==> config.mk <==
export PLATFORM = sky130hd
export DESIGN_NAME = capsense_touch_presence_flat
export DESIGN_NICKNAME = d
export VERILOG_FILES = /design/src/sv/ctp_pkg.sv /design/src/sv/ctp_if.sv /design/src/sv/capsense_touch_presence.sv /design/src/sv/ctp_apb_regs.sv /design/src/sv/ctp_sense.sv /design/src/flat_wrapper.sv
export SDC_FILE = /design/constraint.sdc
export NUM_CORES = 1
export LEC_CHECK = 0
export ABC_CLOCK_PERIOD_IN_PS = 8300
export BUFFER_PORTS_ARGS = -buffer_cell sky130_fd_sc_hd__buf_2
export CAP_MARGIN = 10
export CORE_MARGIN = 2
export CORE_UTILIZATION = 49
export CTS_BUF_LIST = sky130_fd_sc_hd__clkbuf_4
export CTS_CLUSTER_DIAMETER = 30
export DETAILED_ROUTE_END_ITERATION = 12
export MAX_ROUTING_LAYER = met4
export PLACE_DENSITY = 0.7
export SLEW_MARGIN = 15
export SYNTH_ARGS = -nofsm -noshare
export SYNTH_HDL_FRONTEND = slang
export SYNTH_SLANG_ARGS = --single-unit
==> constraint.sdc <==
create_clock -name clk -period 8.3 [get_ports clk]
set_clock_uncertainty 0.1 [all_clocks]
set_input_delay 1.245 -clock clk [delete_from_list [all_inputs] [get_ports clk]]
set_output_delay 1.245 -clock clk [all_outputs]
set_load 0.01 [all_outputs]
==> src/sv/ctp_pkg.sv <==
// Shared types and constants for the capacitive touch presence block.
// No dependencies; every other file imports this package.
`default_nettype none

package ctp_pkg;

  localparam int OSC_W          = 16;  // oscillation count field width
  localparam int BASE_OUT_W     = 16;  // baseline field width on the result
  localparam int CFG_W          = 10;  // width of every config register
  localparam int APB_AW         = 4;   // byte address, registers at 4*i
  localparam int APB_DW         = 32;
  localparam int COUNT_BITS_DEF = 16;

  localparam logic [CFG_W-1:0] QUIET_GAP_RST = 10'd10;
  localparam logic [CFG_W-1:0] HOLD_RST      = 10'd500;
  localparam logic [CFG_W-1:0] QUIET_SAT_RST = 10'd1000;

  localparam logic REQ_MEASURE = 1'b0;
  localparam logic REQ_CLEAR   = 1'b1;

  typedef enum logic [1:0] {
    CFG_QUIET_GAP     = 2'd0,
    CFG_PRESENCE_HOLD = 2'd1,
    CFG_QUIET_SAT     = 2'd2
  } cfg_idx_t;

  typedef struct packed {
    logic [CFG_W-1:0] quiet_gap_min;
    logic [CFG_W-1:0] presence_hold;
    logic [CFG_W-1:0] quiet_saturation;
  } cfg_t;

  typedef struct packed {
    logic             req_type;
    logic [OSC_W-1:0] osc_count;
  } req_t;

  typedef struct packed {
    logic                  touched;
    logic                  sensed_channel;
    logic                  presence_active;
    logic [BASE_OUT_W-1:0] channel_baseline;
  } res_t;

endpackage

`default_nettype wire

==> src/sv/ctp_if.sv <==
// Valid/ready channel interfaces for requests and results.
// Depends on ctp_pkg for field widths.
`default_nettype none

interface ctp_req_if
  import ctp_pkg::*;
();
  logic             valid;
  logic             ready;
  logic             req_type;
  logic [OSC_W-1:0] osc_count;

  modport source (output valid, req_type, osc_count, input ready);
  modport sink   (input valid, req_type, osc_count, output ready);
endinterface

interface ctp_res_if
  import ctp_pkg::*;
();
  logic                  valid;
  logic                  ready;
  logic                  touched;
  logic                  sensed_channel;
  logic                  presence_active;
  logic [BASE_OUT_W-1:0] channel_baseline;

  modport source (output valid, touched, sensed_channel, presence_active,
                  channel_baseline, input ready);
  modport sink   (input valid, touched, sensed_channel, presence_active,
                  channel_baseline, output ready);
endinterface

`default_nettype wire

==> src/sv/capsense_touch_presence.sv <==
// Capacitive touch presence detector, top level.
// Depends on ctp_pkg, ctp_if.sv, ctp_apb_regs and ctp_sense.
// Usage:
//   req  : valid/ready channel, one transfer per measurement count
//          (req_type = 0) or presence-clear request (req_type = 1).
//   res  : valid/ready channel, exactly one result transfer per request.
//   APB  : three 10-bit registers at byte addresses 0, 4, 8 (quiet_gap_min,
//          presence_hold, quiet_saturation). Write only while idle.
// Timing:
//   A request lands in an input register at its transfer edge; the update
//   (one compare/add level) then runs from it into the result register and
//   commits the state, once the result slot is free. res.valid rises as the
//   result register loads. Throughput is one request per cycle while res.ready
//   stays high, set by the single pass between the two registers.
// Stall:
//   With res.ready low the result register holds; the input register still
//   takes one more request, then req.ready drops until the result drains.
// Reset:
//   rst (synchronous) empties both registers, zeroes baselines, presence
//   timer, quiet counter and channel, and loads defaults 10 / 500 / 1000.
`default_nettype none

module capsense_touch_presence
  import ctp_pkg::*;
#(
  parameter int COUNT_BITS = COUNT_BITS_DEF
) (
  input  wire logic              clk,
  input  wire logic              rst,
  ctp_req_if.sink                req,
  ctp_res_if.source              res,
  input  wire logic              psel,
  input  wire logic              penable,
  input  wire logic              pwrite,
  input  wire logic [APB_AW-1:0] paddr,
  input  wire logic [APB_DW-1:0] pwdata,
  output logic      [APB_DW-1:0] prdata,
  output logic                   pready
);

  cfg_t cfg;
  req_t in_item;
  logic in_valid;
  res_t result;
  res_t out_item;
  logic out_valid;
  logic out_load;   // result register takes a new value this cycle
  logic fire;       // held request is processed this cycle

  ctp_apb_regs u_regs (
    .clk     (clk),
    .rst     (rst),
    .psel    (psel),
    .penable (penable),
    .pwrite  (pwrite),
    .paddr   (paddr),
    .pwdata  (pwdata),
    .prdata  (prdata),
    .pready  (pready),
    .cfg     (cfg)
  );

  ctp_sense #(
    .COUNT_BITS (COUNT_BITS)
  ) u_sense (
    .clk    (clk),
    .rst    (rst),
    .cfg    (cfg),
    .item   (in_item),
    .fire   (fire),
    .result (result)
  );

  // result slot is free when empty or being drained this cycle
  assign out_load  = !out_valid || res.ready;
  assign fire      = in_valid && out_load;
  assign req.ready = !in_valid || fire;

  always_ff @(posedge clk) begin
    if (rst) begin
      in_valid <= 1'b0;
    end else if (req.ready) begin
      in_valid <= req.valid;
    end
  end

  always_ff @(posedge clk) begin
    if (req.valid && req.ready) begin
      in_item.req_type  <= req.req_type;
      in_item.osc_count <= req.osc_count;
    end
  end

  always_ff @(posedge clk) begin
    if (rst) begin
      out_valid <= 1'b0;
    end else if (out_load) begin
      out_valid <= in_valid;
    end
  end

  always_ff @(posedge clk) begin
    if (fire) begin
      out_item <= result;
    end
  end

  assign res.valid            = out_valid;
  assign res.touched          = out_item.touched;
  assign res.sensed_channel   = out_item.sensed_channel;
  assign res.presence_active  = out_item.presence_active;
  assign res.channel_baseline = out_item.channel_baseline;

endmodule

`default_nettype wire

==> src/sv/ctp_apb_regs.sv <==
// APB register file: quiet gap, presence hold, quiet saturation.
// Depends on ctp_pkg.
`default_nettype none

module ctp_apb_regs
  import ctp_pkg::*;
(
  input  wire logic              clk,
  input  wire logic              rst,
  input  wire logic              psel,
  input  wire logic              penable,
  input  wire logic              pwrite,
  input  wire logic [APB_AW-1:0] paddr,
  input  wire logic [APB_DW-1:0] pwdata,
  output logic      [APB_DW-1:0] prdata,
  output logic                   pready,
  output cfg_t                   cfg
);

  cfg_t     regs;
  cfg_idx_t idx;
  logic     wr;

  assign pready = 1'b1;
  assign idx    = cfg_idx_t'(paddr[APB_AW-1:2]);
  assign wr     = psel && penable && pwrite && pready;
  assign cfg    = regs;

  always_ff @(posedge clk) begin
    if (rst) begin
      regs.quiet_gap_min    <= QUIET_GAP_RST;
      regs.presence_hold    <= HOLD_RST;
      regs.quiet_saturation <= QUIET_SAT_RST;
    end else if (wr) begin
      unique case (idx)
        CFG_QUIET_GAP:     regs.quiet_gap_min    <= pwdata[CFG_W-1:0];
        CFG_PRESENCE_HOLD: regs.presence_hold    <= pwdata[CFG_W-1:0];
        CFG_QUIET_SAT:     regs.quiet_saturation <= pwdata[CFG_W-1:0];
        default: ;  // unmapped address, write dropped
      endcase
    end
  end

  always_comb begin
    unique case (idx)
      CFG_QUIET_GAP:     prdata = APB_DW'(regs.quiet_gap_min);
      CFG_PRESENCE_HOLD: prdata = APB_DW'(regs.presence_hold);
      CFG_QUIET_SAT:     prdata = APB_DW'(regs.quiet_saturation);
      default:           prdata = '0;
    endcase
  end

endmodule

`default_nettype wire

==> src/sv/ctp_sense.sv <==
// Per-item update: baselines, presence timer, quiet counter, channel select.
// Holds the sensing state; result is combinational from state and item.
// Depends on ctp_pkg.
`default_nettype none

module ctp_sense
  import ctp_pkg::*;
#(
  parameter int COUNT_BITS = COUNT_BITS_DEF
) (
  input  wire logic clk,
  input  wire logic rst,
  input  wire cfg_t cfg,
  input  wire req_t item,
  input  wire logic fire,
  output res_t      result
);

  logic [COUNT_BITS-1:0] baseline [2];
  logic [CFG_W-1:0]      presence_timer;
  logic [CFG_W-1:0]      quiet_count;
  logic                  current_channel;

  logic [CFG_W-1:0]      presence_timer_next;
  logic [CFG_W-1:0]      quiet_count_next;
  logic [COUNT_BITS-1:0] baseline_next;
  logic                  upd_baseline;

  logic                  meas;
  logic [COUNT_BITS-1:0] c;
  logic [COUNT_BITS-1:0] b;
  logic [COUNT_BITS-1:0] th;
  logic [COUNT_BITS:0]   sum;
  logic                  touch;
  logic [CFG_W-1:0]      timer_dec;
  logic [CFG_W:0]        quiet_pre;

  always_comb begin
    meas      = (item.req_type == REQ_MEASURE);
    c         = COUNT_BITS'(item.osc_count);
    b         = baseline[current_channel];
    th        = b - (b >> 1);
    sum       = {1'b0, b} + {1'b0, c};
    touch     = meas && (c != '0) && (c < th);
    upd_baseline  = meas && (c > th);
    baseline_next = upd_baseline ? sum[COUNT_BITS:1] : b;

    timer_dec = (presence_timer != '0) ? presence_timer - 1'b1 : presence_timer;

    if (!meas) begin
      presence_timer_next = '0;
      quiet_count_next    = quiet_count;
      quiet_pre           = '0;
    end else begin
      presence_timer_next = timer_dec;
      // a touch after a long enough quiet run flips presence
      if (touch && (quiet_count > cfg.quiet_gap_min)) begin
        presence_timer_next = (timer_dec != '0) ? '0 : cfg.presence_hold;
      end
      quiet_pre = touch ? '0 : ({1'b0, quiet_count} + 1'b1);
      if (quiet_pre > {1'b0, cfg.quiet_saturation}) begin
        quiet_count_next = cfg.quiet_saturation;
      end else begin
        quiet_count_next = quiet_pre[CFG_W-1:0];
      end
    end

    result.touched          = touch;
    result.sensed_channel   = current_channel;
    result.presence_active  = (presence_timer_next != '0);
    result.channel_baseline = BASE_OUT_W'(baseline_next);
  end

  always_ff @(posedge clk) begin
    if (rst) begin
      baseline[0]     <= '0;
      baseline[1]     <= '0;
      presence_timer  <= '0;
      quiet_count     <= '0;
      current_channel <= 1'b0;
    end else if (fire) begin
      presence_timer <= presence_timer_next;
      quiet_count    <= quiet_count_next;
      if (meas) begin
        current_channel <= ~current_channel;
      end
      if (upd_baseline) begin
        baseline[current_channel] <= baseline_next;
      end
    end
  end

endmodule

`default_nettype wire

==> src/flat_wrapper.sv <==
// flat-port wrapper written by rule: the top's interface ports become plain ports
module capsense_touch_presence_flat import ctp_pkg::*;
#(
  parameter int COUNT_BITS = COUNT_BITS_DEF
)
  (clk, rst, psel, penable, pwrite, paddr, pwdata, prdata, pready, req_valid, req_req_type, req_osc_count, req_ready, res_valid, res_touched, res_sensed_channel, res_presence_active, res_channel_baseline, res_ready);
  ctp_req_if req_i ();
  ctp_res_if res_i ();
  input  wire logic clk;
  input  wire logic rst;
  input  wire logic psel;
  input  wire logic penable;
  input  wire logic pwrite;
  input  wire logic [APB_AW-1:0] paddr;
  input  wire logic [APB_DW-1:0] pwdata;
  output logic      [APB_DW-1:0] prdata;
  output logic pready;
  input wire logic [$bits(req_i.valid)-1:0] req_valid;
  input wire logic [$bits(req_i.req_type)-1:0] req_req_type;
  input wire logic [$bits(req_i.osc_count)-1:0] req_osc_count;
  output wire logic [$bits(req_i.ready)-1:0] req_ready;
  output wire logic [$bits(res_i.valid)-1:0] res_valid;
  output wire logic [$bits(res_i.touched)-1:0] res_touched;
  output wire logic [$bits(res_i.sensed_channel)-1:0] res_sensed_channel;
  output wire logic [$bits(res_i.presence_active)-1:0] res_presence_active;
  output wire logic [$bits(res_i.channel_baseline)-1:0] res_channel_baseline;
  input wire logic [$bits(res_i.ready)-1:0] res_ready;
  assign req_i.valid = req_valid;
  assign req_i.req_type = req_req_type;
  assign req_i.osc_count = req_osc_count;
  assign req_ready = req_i.ready;
  assign res_valid = res_i.valid;
  assign res_touched = res_i.touched;
  assign res_sensed_channel = res_i.sensed_channel;
  assign res_presence_active = res_i.presence_active;
  assign res_channel_baseline = res_i.channel_baseline;
  assign res_i.ready = res_ready;
  capsense_touch_presence #(.COUNT_BITS(COUNT_BITS)) u_core (.clk(clk), .rst(rst), .req(req_i), .res(res_i), .psel(psel), .penable(penable), .pwrite(pwrite), .paddr(paddr), .pwdata(pwdata), .prdata(prdata), .pready(pready));
endmodule
# --- Word level (Yosys, flattened, before mapping) ---
# Memories as Yosys holds them, arrays and structs flattened. A register that Yosys moved wholly into a read port is not among the register bits.
# Index checks and enable logic that the tools add are counted.
word_totals:
  regBits: 89
  mem_bits_rw: 32
  input_bits: 60
  out_inout_bits: 54
  wordCells: 68
  mem_count: 1
classes:
  add_sub_neg: 4
  order_cmp: 4
  n_eq_ne: 2
  n_mux: 19
  n_bitwise: 2
  reduce_logical: 22
memory_table:
  columns: ["name", "depth", "width", "read_ports", "rd_clocked_by_memory_dff", "write_ports", "line_no", "text"]
  rows:
  - ["u_core.u_sense.baseline", 2, 16, 1, 1, 2, "ctp_sense.sv:19", "logic [COUNT_BITS-1:0] baseline [2];"]
op_table:
  columns: ["cell", "n"]
  rows:
  - ["two-way mux 10 bit", 5]
  - ["two-way mux 16 bit", 2]
  - ["one-hot mux 10 bit (3 select lines)", 1]
  - ["nonzero test 10 bit", 3]
  - ["adder 16 x 16 -> 17 bit", 1]
  - ["greater-than comparator 16 bit", 1]
  - ["< comparator 16 bit", 1]
  - ["nonzero test 16 bit", 1]
  - ["OR reduction 16 bit", 1]
  - ["subtractor 16 x 15 -> 16 bit", 1]
  - ["adder 10 x 1 -> 11 bit (second input constant)", 1]
  - ["greater-than comparator 11 x 10 -> 1 bit", 1]
  - ["two-way mux 11 bit", 1]
  - ["greater-than comparator 10 bit", 1]
  - ["two-way mux 1 bit", 10]
  - ["subtractor 10 x 1 -> 10 bit (second input constant)", 1]
  - ["logical AND 1 bit", 8]
  - ["AND reduction 2 bit", 4]
  - ["equality test 2 x 1 -> 1 bit (second input constant)", 1]
  - ["equality test 2 bit (second input constant)", 1]
  - ["zero test 1 bit", 2]
  - ["zero test 2 bit", 1]
  - ["logical OR 1 bit", 2]
  - ["inverter 1 bit", 2]

# --- Logic depth before layout (Yosys ltp) ---
# Gate-level depths: netlist of the first run.
logic_depth:
  word_depth: 9
  mapped_depth: 29
  depth_no_buf: 26

# --- Modules after synthesis ---
# From an unflattened synthesis of the first run, not the netlist that was laid out.
hier_totals:
  hier_cells: 896
  hier_area_um2: 8356.8
by_module_without_submodules:
  columns: ["module", "instances", "cells_each", "area_each_um2", "seq_area_each_um2"]
  rows:
  - ["ctp_sense", 1, 668, 5526.6, 1401.3]
  - ["ctp_apb_regs", 1, 182, 1645.3, 600.6]
  - ["capsense_touch_presence", 1, 46, 1184.9, 1121.1]

# --- Worst setup path before layout of the first run ---
# No wires, ideal clock.
synth_path:
  path_type: "register to register"
  startpoint: "reg (tool-made name)"
  endpoint: "reg u_core.u_sense.quiet_count[1]"
  setup_ns: 0.091
  arrival_time_ns: 5.923
  t_required_ns: 8.109
  slack_ns: 2.186
  path_stages_with_launch: 27
  n_path_buf: 4
  synth_period_minus_slack_ns: 6.114
  cell_sequence: "dfxtp_1 buf_2 buf_1 mux2i_1 inv_1 ha_1 a21o_1 a21oi_1 o21a_1 o31ai_1 o41a_1 and4_1 nor3_1 ha_1 and3_1 a41oi_1 nand4_1 inv_1 clkbuf_1 nor2_1 ha_1 nand3_1 nor4_1 a21o_1 buf_1 nand3_1 a311oi_1"
synth_rtl:
  columns: ["item", "line_no", "text"]
  rows:
  - ["end signal: assignment", "ctp_sense.sv:83", "quiet_count <= quiet_count_next;"]
  - ["end: declaration", "ctp_sense.sv:21", "logic [CFG_W-1:0] quiet_count;"]

==> results of run 1 <==
-- area by class of cell --
cell class | count | area, um^2 | area share (%)
flip-flops and latches | 122 | 3120 | 35.3
diodes | 1 | 2.50 | 0.0283
clock buffers | 17 | 128 | 1.44
inverters | 67 | 251 | 2.84
well taps | 220 | 275 | 3.11
clock inverters | 14 | 150 | 1.70
repair buffers | 71 | 368 | 4.16
multi-input cells | 673 | 4550 | 51.4
-- cell families after synthesis --
logic type,Yosys count
compound gates,188
xor+xnor,34
flops,122
mux,42
simple gates,316
other cells,2
fa+ha+maj,70
buf+inv,129
-- worst max-delay path: cells and delay by family (launching register included) --
family                   cells  cell delay, ns
XOR/XNOR                     1            0.15
multiplexers                 1            0.38
AND/OR/NAND/NOR              5            0.99
AO/OA/AOI/OAI               12            3.10
buffers and inverters        3            0.90
flip-flops                   1            0.49
adder cells (fa/ha/maj)      3            0.91
-- stage by stage --
| step | power, mW | hold WS (ns) |
|---|---|---|
| 6_report | 1.60 | 0.412 |
| 5_1_grt | 1.70 | 0.439 |
| 4_1_cts | 1.61 | 0.410 |
| 3_5_place_dp | 1.17 | 0.393 |
| 3_3_place_gp | 1.16 | 0.384 |
| 2_1_floorplan | 1.07 | 0.349 |
-- where the power goes --
| part | switching [mW] | leakage, nW | internal (mW) |
|---|---|---|---|
| Clock | 0.234 | 0.158 | 0.203 |
| Sequential | 0.0264 | 1.12 | 0.676 |
| Combinational | 0.278 | 2.48 | 0.184 |
-- worst paths after layout --
| path | startpoint | endpoint | slack, ns | depth (start not counted) |
|---|---|---|---|---|
| hold reg to reg | u_core.u_regs.cfg[19] | u_core.u_regs.cfg[19] | 0.41 | 2 |
| setup reg to reg | flip-flop | u_core.u_sense.quiet_count[8] | 1.19 | 25 |
| hold / removal | u_core.u_regs.cfg[19] | u_core.u_regs.cfg[19] | 0.41 | 2 |
| setup / recovery | flip-flop | u_core.u_sense.quiet_count[8] | 1.19 | 25 |
-- cells in the final DEF (no fill, tap or decap), drive strengths merged, types with 36 or more instances in the layout --
master,Yosys,layout
ha,68,68
nand2,71,71
inv,66,72
edfxtp,68,68
nor2,98,98
o21ai,48,48
a21oi,45,45
mux2i,36,36
dfxtp,54,54
buf,33,71
-- layer usage --
layer	part of all wire, %	vias up
met5	0	-
met4	2.5	0
met3	4.3	40
met2	46	190
met1	47	3131
li1	-	3321
-- sequential cells by signal, indices dropped and copies added (netlist names), named ones only --
register / flops
u_core.in_valid: 1
u_core.in_item: 17
u_core.u_regs.cfg: 30
u_core.u_sense.presence_timer: 10
u_core.res.valid: 1
u_core.res.presence_active: 1
u_core.res.touched: 1
u_core.u_sense.baseline: 32
u_core.u_sense.quiet_count: 10
u_core.u_sense.current_channel: 1
u_core.res.sensed_channel: 1
u_core.res.channel_baseline: 16
==> summary.txt, run 1 <==
Status: complete, no violations
Layout fillers: 1,537
Most frequent cell on the critical path: a21oi_1
Syn Inst Count: 903
Design Area, Final: 8840 um^2
Yosys top cell area share: 25.0%
Worst VDD drop: 0.0752 mV
Routed WL per cell: 15.8 um
Post-synth EDFFs: 68
Normalized max-slew margin: 23.4%
Top Usage Layer GRT: met2
Commonest cells in the netlist: 98 x nor2_1, 71 x nand2_1, 68 x edfxtp_1, 68 x ha_1, 66 x inv_1
Crit Path Category: flip-flop to flip-flop
Tcrit/Tclk final: 85.7%
IO Count: 114
Synth Area in Compound Gates: 15.4%
Post-Layout Cell Count: 1,185
Core ar.: 16,500 um^2
Area grow syn2layout: 8.27%
Gr ovfl total: 0
Sequential-to-total area share from yosys stat: 38.2%
CTS resizes: 0
Final wirelength: 18.8 mm
Total clock sinks: 122
Clock Latency Late Sink: 0.56 ns
Ys Warns: 0
Setup crit end kind: flip-flop
Fmax: 141 MHz
HP Class: flip-flop to flip-flop
Pin count of the biggest net entering global routing: 60
Setup bufs post-CTS: 0
Final worst slack: 1.19 ns
Pwr Density: 181 nW/um^2
Met3 Track Usage GR: 4.07%
CTS tree: done
Post-Syn Area: 8170 um^2
Post-DP HPWL: 13.8 mm
Mean Syn Cell Area: 9.05 um^2
Synthesized-area fraction occupied by adder cells: 10.9%
Hold Buf Count CTS: 0
GR Util met1: 29.6%
Max Buffers Root-to-Sink: 2
Die Y: 133 um
Clock slew at reported path FFs: 0.12 ns
RSZ-0062 raised after global routing: false
Die area: 17,700 um^2
XOR/XNOR share of the synthesized area: 3.65%
Arrival time worst endpoint: 7.48 ns
Synth Flop Type: edfxtp_1
Fin. Hold Viols: 0
Met2 Usage GRT: 34.4%
Slowest stage delay, CP: 0.65 ns
Root buf cell: clkbuf_4
PortBufs: 66
Multiplexer share of the synthesized area: 5.24%
Initial Util: 49.6%
LEAKAGE: 3.75 nW
Yosys reg bits: 122
Global-route wire length before repair: 30.7 mm
Most frequent cell after synthesis: nor2_1
CP max FO: 13
Layout cells sized above 1: 13.0%
Number of nets in the layout: 1,082
Synth Area in Simple Gates: 19.3%
Startpoint Class: flip-flop
Crit path required time: 8.67 ns
Vias per cell: 5.64
Post-route antenna net violation count: 0
Routability cong.: 0.848
Worst-margin pin slew: 1.14 ns
Vias: 6,682
Leading area contributor after synthesis: edfxtp_1
Largest family of logic cells by synthesized area: simple AND/OR/NAND/NOR gates
Drt pass-1 iters: 5
Die Wd: 133 um
Total track usage: 22.4%
Dpl cells: 1,153
Min cycle time layout: 7.11 ns
Distinct cells, synth: 70
Vias in the first global route: 6,231
Remaining DRCs: 0
# setup viols final: 0
Slew Limit Fails: 0
Cell row count: 47
H-tree Lvls: 4
Slowest stage cell, crit path: a21oi_1
Initial antenna violation count: 1
Placed cell areas: 8560 um^2
Util after Layout: 53.7%
DRT iter0 DRCs: 461
MaxCap Viol Count: 0
Pre-CTS setup slack: 1.22 ns
Ys async rst share: 0%
Sum of negative setup slack: 0 ns
Synth area leaders: edfxtp_1 25%, dfxtp_1 13%, ha_1 10%
Total CTS buffers: 17
No activity file was read; power rests on OpenSTA's default activity.
==> inputs of run 2 (changes only) <==
ABC_CLOCK_PERIOD_IN_PS = 6100   (was 8300)
CTS_CLUSTER_DIAMETER = unset   (was 30)
PLACE_DENSITY = 0.73   (was 0.7)
clock period = 6.1 ns   (was 8.3 ns; I/O delays follow)
==> run 2 against run 1 <==
Net effect:
- clock power rose by 42%
- design area up 3.8%
- die area unchanged
- wire length increased by 2.8%
- global-route usage about the same
- critical path depth is 1 higher
- maximum frequency up 20%
- register-to-register slack worse by 1.0 ns
- combinational power increased by 46%
- count of clock-buffer cells in the layout increased by 1
- first-iteration DRC count shrank 28%
- critical endpoint is now u_core.u_sense.quiet_count[0]
==> summary.txt, run 2 (same netlist as run 1, synthesis figures left out) <==
Status: complete, no violations (unchanged)
Initial antenna violation count: 1 (unchanged)
Util after Layout: 55.7% (was 53.7%)
Final wirelength: 19.3 mm (was 18.8 mm)
Total CTS buffers: 17 (unchanged)
Worst-margin pin slew: 1.10 ns (was 1.14 ns)
Setup crit end kind: flip-flop (unchanged)
# setup viols final: 0 (unchanged)
Reg with most FFs: u_core.u_sense.baseline (unchanged)
Number of nets in the layout: 1,107 (was 1,082)
Arrival time worst endpoint: 6.30 ns (was 7.48 ns)
Core ar.: 16,500 um^2 (unchanged)
CTS tree: done (unchanged)
IO Count: 114 (unchanged)
Die Y: 133 um (unchanged)
Min cycle time layout: 5.92 ns (was 7.11 ns)
Normalized max-slew margin: 26.1% (was 23.4%)
Global-route wire length before repair: 31.0 mm (was 30.7 mm)
Vias per cell: 5.59 (was 5.64)
Cell row count: 47 (unchanged)
H-tree Lvls: 4 (unchanged)
R2R depth: 26 (was 25)
Fmax: 169 MHz (was 141 MHz)
Design Area, Final: 9180 um^2 (was 8840 um^2)
Vias: 6,772 (was 6,682)
Final worst slack: 0.178 ns (was 1.19 ns)
Post-DP HPWL: 14.2 mm (was 13.8 mm)
Root buf cell: clkbuf_4 (unchanged)
Hold Crit Start: u_core.u_regs.cfg[10] (was u_core.u_regs.cfg[19])
Total clock sinks: 122 (unchanged)
Tcrit/Tclk final: 97.1% (was 85.7%)
Initial Util: 49.6% (unchanged)
Post-route antenna net violation count: 0 (unchanged)
Placed cell areas: 8730 um^2 (was 8560 um^2)
MaxCap Viol Count: 0 (unchanged)
Most common cell after layout, fill and taps aside: nor2_1 (unchanged)
Die Wd: 133 um (unchanged)
Pre-CTS setup slack: -0.154 ns (was 1.22 ns)
Layout cells sized above 1: 17.6% (was 13.0%)
Clock slew at reported path FFs: 0.12 ns (about the same)
Routability cong.: 0.881 (was 0.848)
Die area: 17,700 um^2 (unchanged)
Max FFs per register: 32 (unchanged)
Gr ovfl total: 0 (unchanged)
Commonest non-fill, non-tap cells in the layout: 98 x nor2_1, 71 x nand2_1, 68 x edfxtp_1, 67 x ha_1, 66 x buf_2 (was 98 x nor2_1, 71 x nand2_1, 68 x ha_1, 68 x edfxtp_1)
Area grow syn2layout: 12.3% (was 8.27%)
Worst VDD drop: 0.127 mV (was 0.0752 mV)
Fin. Hold Viols: 0 (unchanged)
Startpoint Class: flip-flop (unchanged)
Drt pass-1 iters: 5 (unchanged)
Routed WL per cell: 15.9 um (was 15.8 um)
Crit path required time: 6.47 ns (was 8.67 ns)
Remaining DRCs: 0 (unchanged)
LEAKAGE: 3.90 nW (was 3.75 nW)
Slew Limit Fails: 0 (unchanged)
Dpl cells: 1,173 (was 1,153)
PortBufs: 66 (unchanged)
Vias in the first global route: 6,487 (was 6,231)
Post-Layout Cell Count: 1,211 (was 1,185)
Pwr Density: 245 nW/um^2 (was 181 nW/um^2)
R2r setup slk: 0.18 ns (was 1.19 ns)
Crit path to: u_core.u_sense.quiet_count[0] (was u_core.u_sense.quiet_count[8])
HP Class: flip-flop to flip-flop (unchanged)
Total power draw: 2.25 mW (was 1.60 mW)
Clock Latency Late Sink: 0.56 ns (about the same)
Hold_ws: 0.405 ns (was 0.412 ns)
Total track usage: 22.4% (about the same)
DRT iter0 DRCs: 334 (was 461)
FF-to-FF End: u_core.u_sense.quiet_count[0] (was u_core.u_sense.quiet_count[8])
Crit Path Category: flip-flop to flip-flop (unchanged)
CP max FO: 10 (was 13)
Sum of negative setup slack: 0 ns (unchanged)
Hold Buf Count CTS: 0 (unchanged)
Pin count of the biggest net entering global routing: 60 (unchanged)
Max Buffers Root-to-Sink: 2 (unchanged)
## run 2: critical path: stages (launching register included)
cell      delay, ns
dfxtp_2        0.36
buf_12         0.13
mux2i_2        0.26
ha_2           0.22
inv_1          0.05
fa_1           0.39
a21o_1         0.19
a21oi_2        0.16
o21a_1         0.17
o31ai_1        0.11
o41a_1         0.44
and4_1         0.23
nor3_2         0.17
ha_1           0.26
and3_4         0.19
nand4_1        0.10
a21o_1         0.11
nand4_1        0.27
inv_2          0.15
buf_6          0.15
nor2_1         0.07
ha_1           0.30
nand3_2        0.10
nor4_4         0.45
a21oi_2        0.10
or3_1          0.36
a311oi_1       0.24
## run 2: power breakdown
part	switching [mW]	internal, mW	leakage (nW)	total (mW)
clock	0.331	0.291	0.166	0.622
sequential	0.0366	0.919	1.12	0.956
combinational	0.392	0.282	2.62	0.674
## run 2: worst min-delay path by stage
stage	endpoint	cells past startpoint
2_1_floorplan	u_core.u_regs.cfg[13]	2
3_3_place_gp	u_core.u_regs.cfg[19]	2
3_5_place_dp	u_core.u_regs.cfg[10]	2
4_1_cts	u_core.in_item[4]	1
5_1_grt	u_core.in_item[14]	1
6_report	u_core.u_regs.cfg[10]	2
## run 2: area by class of cell
cell class	count	area, um^2
Sequential cell	122	3120
Multi-Input combinational cell	674	4660
Tap cell	220	275
Inverter	67	251
Antenna cell	1	2.50
Clock buffer	18	135
Timing Repair Buffer	95	564
Clock inverter	14	166
Fill cell	1523	7290
## run 2: routing by layer
metal | share of wire (%) | routed length, um | global-route usage (%)
met5 | 0 | 0 | -
met2 | 49 | 9410 | 37.7
met3 | 4.6 | 889 | 3.96
met4 | 1.6 | 308 | 7.62
met1 | 45 | 8680 | 27.5
## run 2: timing repair
item	in CTS	in global routing
pin swaps	0	8
endpoints found under the hold margin	0	0
buffers inserted	0	4
gates resized for setup	1	28
cloned	0	1
setup endpoints to repair	10	10
==> inputs of run 3 (changes only) <==
PLACE_DENSITY = unset   (was 0.73)
PLACE_DENSITY_LB_ADDON = 0.1   (was unset)
==> run 3 against run 2 <==
Net effect:
- worst hold slack better by 0.0044 ns
- maximum frequency up 0.81%
- wire length up 3.8%
- via count down 0.27%
- die area unchanged
- count of clock-buffer cells in the layout up 2
- final cell count up 0.74%
- sequential share of layout area down 0.26 points
- critical path type unchanged
- largest power group unchanged
==> summary.txt, run 3 (same netlist as run 1, synthesis figures left out) <==
Worst VDD drop: 0.102 mV (was 0.127 mV)
Routability cong.: 0.904 (was 0.881)
Most frequent cell on the critical path: ha_1
Bufs and invs on worst path: 3 (was 4)
Vias in the first global route: 6,200 (was 6,487)
PortBufs: 66 (unchanged)
Normalized max-slew margin: 26.5% (was 26.1%)
Pre-CTS setup slack: -0.181 ns (was -0.154 ns)
Reg with most FFs: u_core.u_sense.baseline (unchanged)
R2r setup slk: 0.23 ns (was 0.18 ns)
Wire length on met1: 8.59 mm (was 8.68 mm)
Gate power share: 30.2% (was 29.9%)
Slew Limit Fails: 0 (unchanged)
Max FFs per register: 32 (unchanged)
Fmax: 170 MHz (was 169 MHz)
Total clock sinks: 122 (unchanged)
Layout cells sized above 1: 18.0% (was 17.6%)
CTS tree: done (unchanged)
Remaining DRCs: 0 (unchanged)
Die Wd: 133 um (unchanged)
Min cycle time layout: 5.87 ns (was 5.92 ns)
Post-route antenna net violation count: 0 (unchanged)
Clock Latency Late Sink: 0.55 ns (was 0.56 ns)
Routed WL per cell: 16.4 um (was 15.9 um)
Pint: 1.51 mW (was 1.49 mW)
Setup crit end kind: flip-flop (unchanged)
Slowest stage delay, CP: 0.40 ns (was 0.45 ns)
Sequential share of power: 41.8% (was 42.4%)
FF-to-FF End: u_core.u_sense.quiet_count[0] (unchanged)
Crit path required time: 6.45 ns (was 6.47 ns)
Die Y: 133 um (unchanged)
Most common cell after layout, fill and taps aside: nor2_1 (unchanged)
Post-DP HPWL: 15.1 mm (was 14.2 mm)
# setup viols final: 0 (unchanged)
Crit path depth: 27 (was 26)
Final worst slack: 0.225 ns (was 0.178 ns)
Initial antenna violation count: 2 (was 1)
Switching pwr: 0.771 mW (was 0.759 mW)
R2R depth: 27 (was 26)
Final wirelength: 20.0 mm (was 19.3 mm)
Total CTS buffers: 17 (unchanged)
Max Buffers Root-to-Sink: 2 (unchanged)
DRT iter0 DRCs: 356 (was 334)
Vias per cell: 5.54 (was 5.59)
Hold Buf Count CTS: 0 (unchanged)
Arrival time worst endpoint: 6.22 ns (was 6.30 ns)
Placed cell areas: 8780 um^2 (was 8730 um^2)
Hold Crit Start: u_core.u_regs.cfg[10] (unchanged)
Core ar.: 16,500 um^2 (unchanged)
MaxCap Viol Count: 0 (unchanged)
Gr ovfl total: 0 (unchanged)
Util after Layout: 56.2% (was 55.7%)
WL met2: 10.4 mm (was 9.41 mm)
Met3 wire len: 721 um (was 889 um)
CP max FO: 5 (was 10)
Clock slew at reported path FFs: 0.13 ns (was 0.12 ns)
Root buf cell: clkbuf_4 (unchanged)
Pin count of the biggest net entering global routing: 60 (unchanged)
Number of nets in the layout: 1,115 (was 1,107)
CP top delay family: compound AO/OA/AOI/OAI gates (was simple AND/OR/NAND/NOR gates)
Vias: 6,754 (was 6,772)
Worst-margin pin slew: 1.10 ns (about the same)
Cell row count: 47 (unchanged)
Crit Path Category: flip-flop to flip-flop (unchanged)
Initial Util: 49.6% (unchanged)
Status: complete, no violations (unchanged)
Top sig layer: met4 (unchanged)
Crit path to: u_core.u_sense.quiet_count[0] (unchanged)
IO Count: 114 (unchanged)
Fin. Hold Viols: 0 (unchanged)
Startpoint Class: flip-flop (unchanged)
Tcrit/Tclk final: 96.3% (was 97.1%)
Sw frac: 33.7% (about the same)
Total track usage: 23.5% (was 22.4%)
Pwr Density: 247 nW/um^2 (was 245 nW/um^2)
Die area: 17,700 um^2 (unchanged)
H-tree Lvls: 4 (unchanged)
Slowest stage cell, crit path: dfxtp_4 (was nor4_4)
Global-route wire length before repair: 31.8 mm (was 31.0 mm)
Sum of negative setup slack: 0 ns (unchanged)
Design Area, Final: 9250 um^2 (was 9180 um^2)
Area grow syn2layout: 13.3% (was 12.3%)
HP Class: flip-flop to flip-flop (unchanged)
Commonest non-fill, non-tap cells in the layout: 96 x nor2_1, 71 x nand2_1, 68 x ha_1, 68 x edfxtp_1, 66 x buf_2 (was 98 x nor2_1, 71 x nand2_1, 68 x edfxtp_1, 67 x ha_1, 66 x buf_2)
Drt pass-1 iters: 8 (was 5)
LEAKAGE: 3.95 nW (was 3.90 nW)
Clock group share of total power: 28.0% (was 27.6%)
-- run 3: how the worst min path moves through the flow --
| stage | end | slack, ns | cells after the start |
|---|---|---|---|
| 3_5_place_dp | u_core.u_regs.cfg[13] | 0.40 | 2 |
| 4_1_cts | u_core.in_item[3] | 0.40 | 1 |
| 3_3_place_gp | u_core.u_regs.cfg[13] | 0.38 | 2 |
| 6_report | u_core.u_regs.cfg[10] | 0.41 | 2 |
| 5_1_grt | u_core.in_item[3] | 0.39 | 1 |
| 2_1_floorplan | u_core.u_regs.cfg[13] | 0.35 | 2 |
-- run 3: final cells by class --
class                           count  area, um^2
Inverter                           67         251
Clock buffer                       20         150
Tap cell                          220         275
Antenna cell                        2        5.00
Fill cell                        1591        7210
Sequential cell                   122        3130
Timing Repair Buffer              103         624
Multi-Input combinational cell    674        4660
Clock inverter                     12         161
-- run 3: what timing repair did --
item / 4_1_cts / 5_1_grt
pin swaps: 0 / 12
endpoints found under the setup margin: 10 / 10
endpoints found under the hold margin: 0 / 0
buffers inserted: 0 / 5
cloned: 0 / 1
gates resized for setup: 5 / 23
-- run 3: metrics by stage --
| step | cells | power, mW | hold WS, ns |
|---|---|---|---|
| after floorplan | 924 | 1.45 | 0.349 |
| final | 1220 | 2.28 | 0.410 |
| after global routing | 1220 | 2.42 | 0.393 |
| after detailed placement | 1180 | 1.64 | 0.397 |
| after global placement | 1180 | 1.63 | 0.384 |
| after CTS | 1212 | 2.28 | 0.398 |
-- run 3: power groups by stage --
stage / clock [mW] / sequential (mW) / combinational [mW]
after floorplan: 0 / 0.964 / 0.490
after global placement: 0 / 0.974 / 0.657
after detailed placement: 0 / 0.974 / 0.662
after CTS: 0.651 / 0.955 / 0.668
after global routing: 0.684 / 0.961 / 0.772
final: 0.640 / 0.955 / 0.689
-- run 3: metal layers --
layer  track usage (%)  up-vias
li1                  -     3398
met1              28.2     3182
met2              41.0      153
met3              3.96       21
met4              6.80        0
met5                 -        -
-- run 3: tightest hold or removal path: stages (launching register included) --
cell     delay (ns)
dfxtp_1        0.36
nand2_1        0.06
a21oi_1        0.05
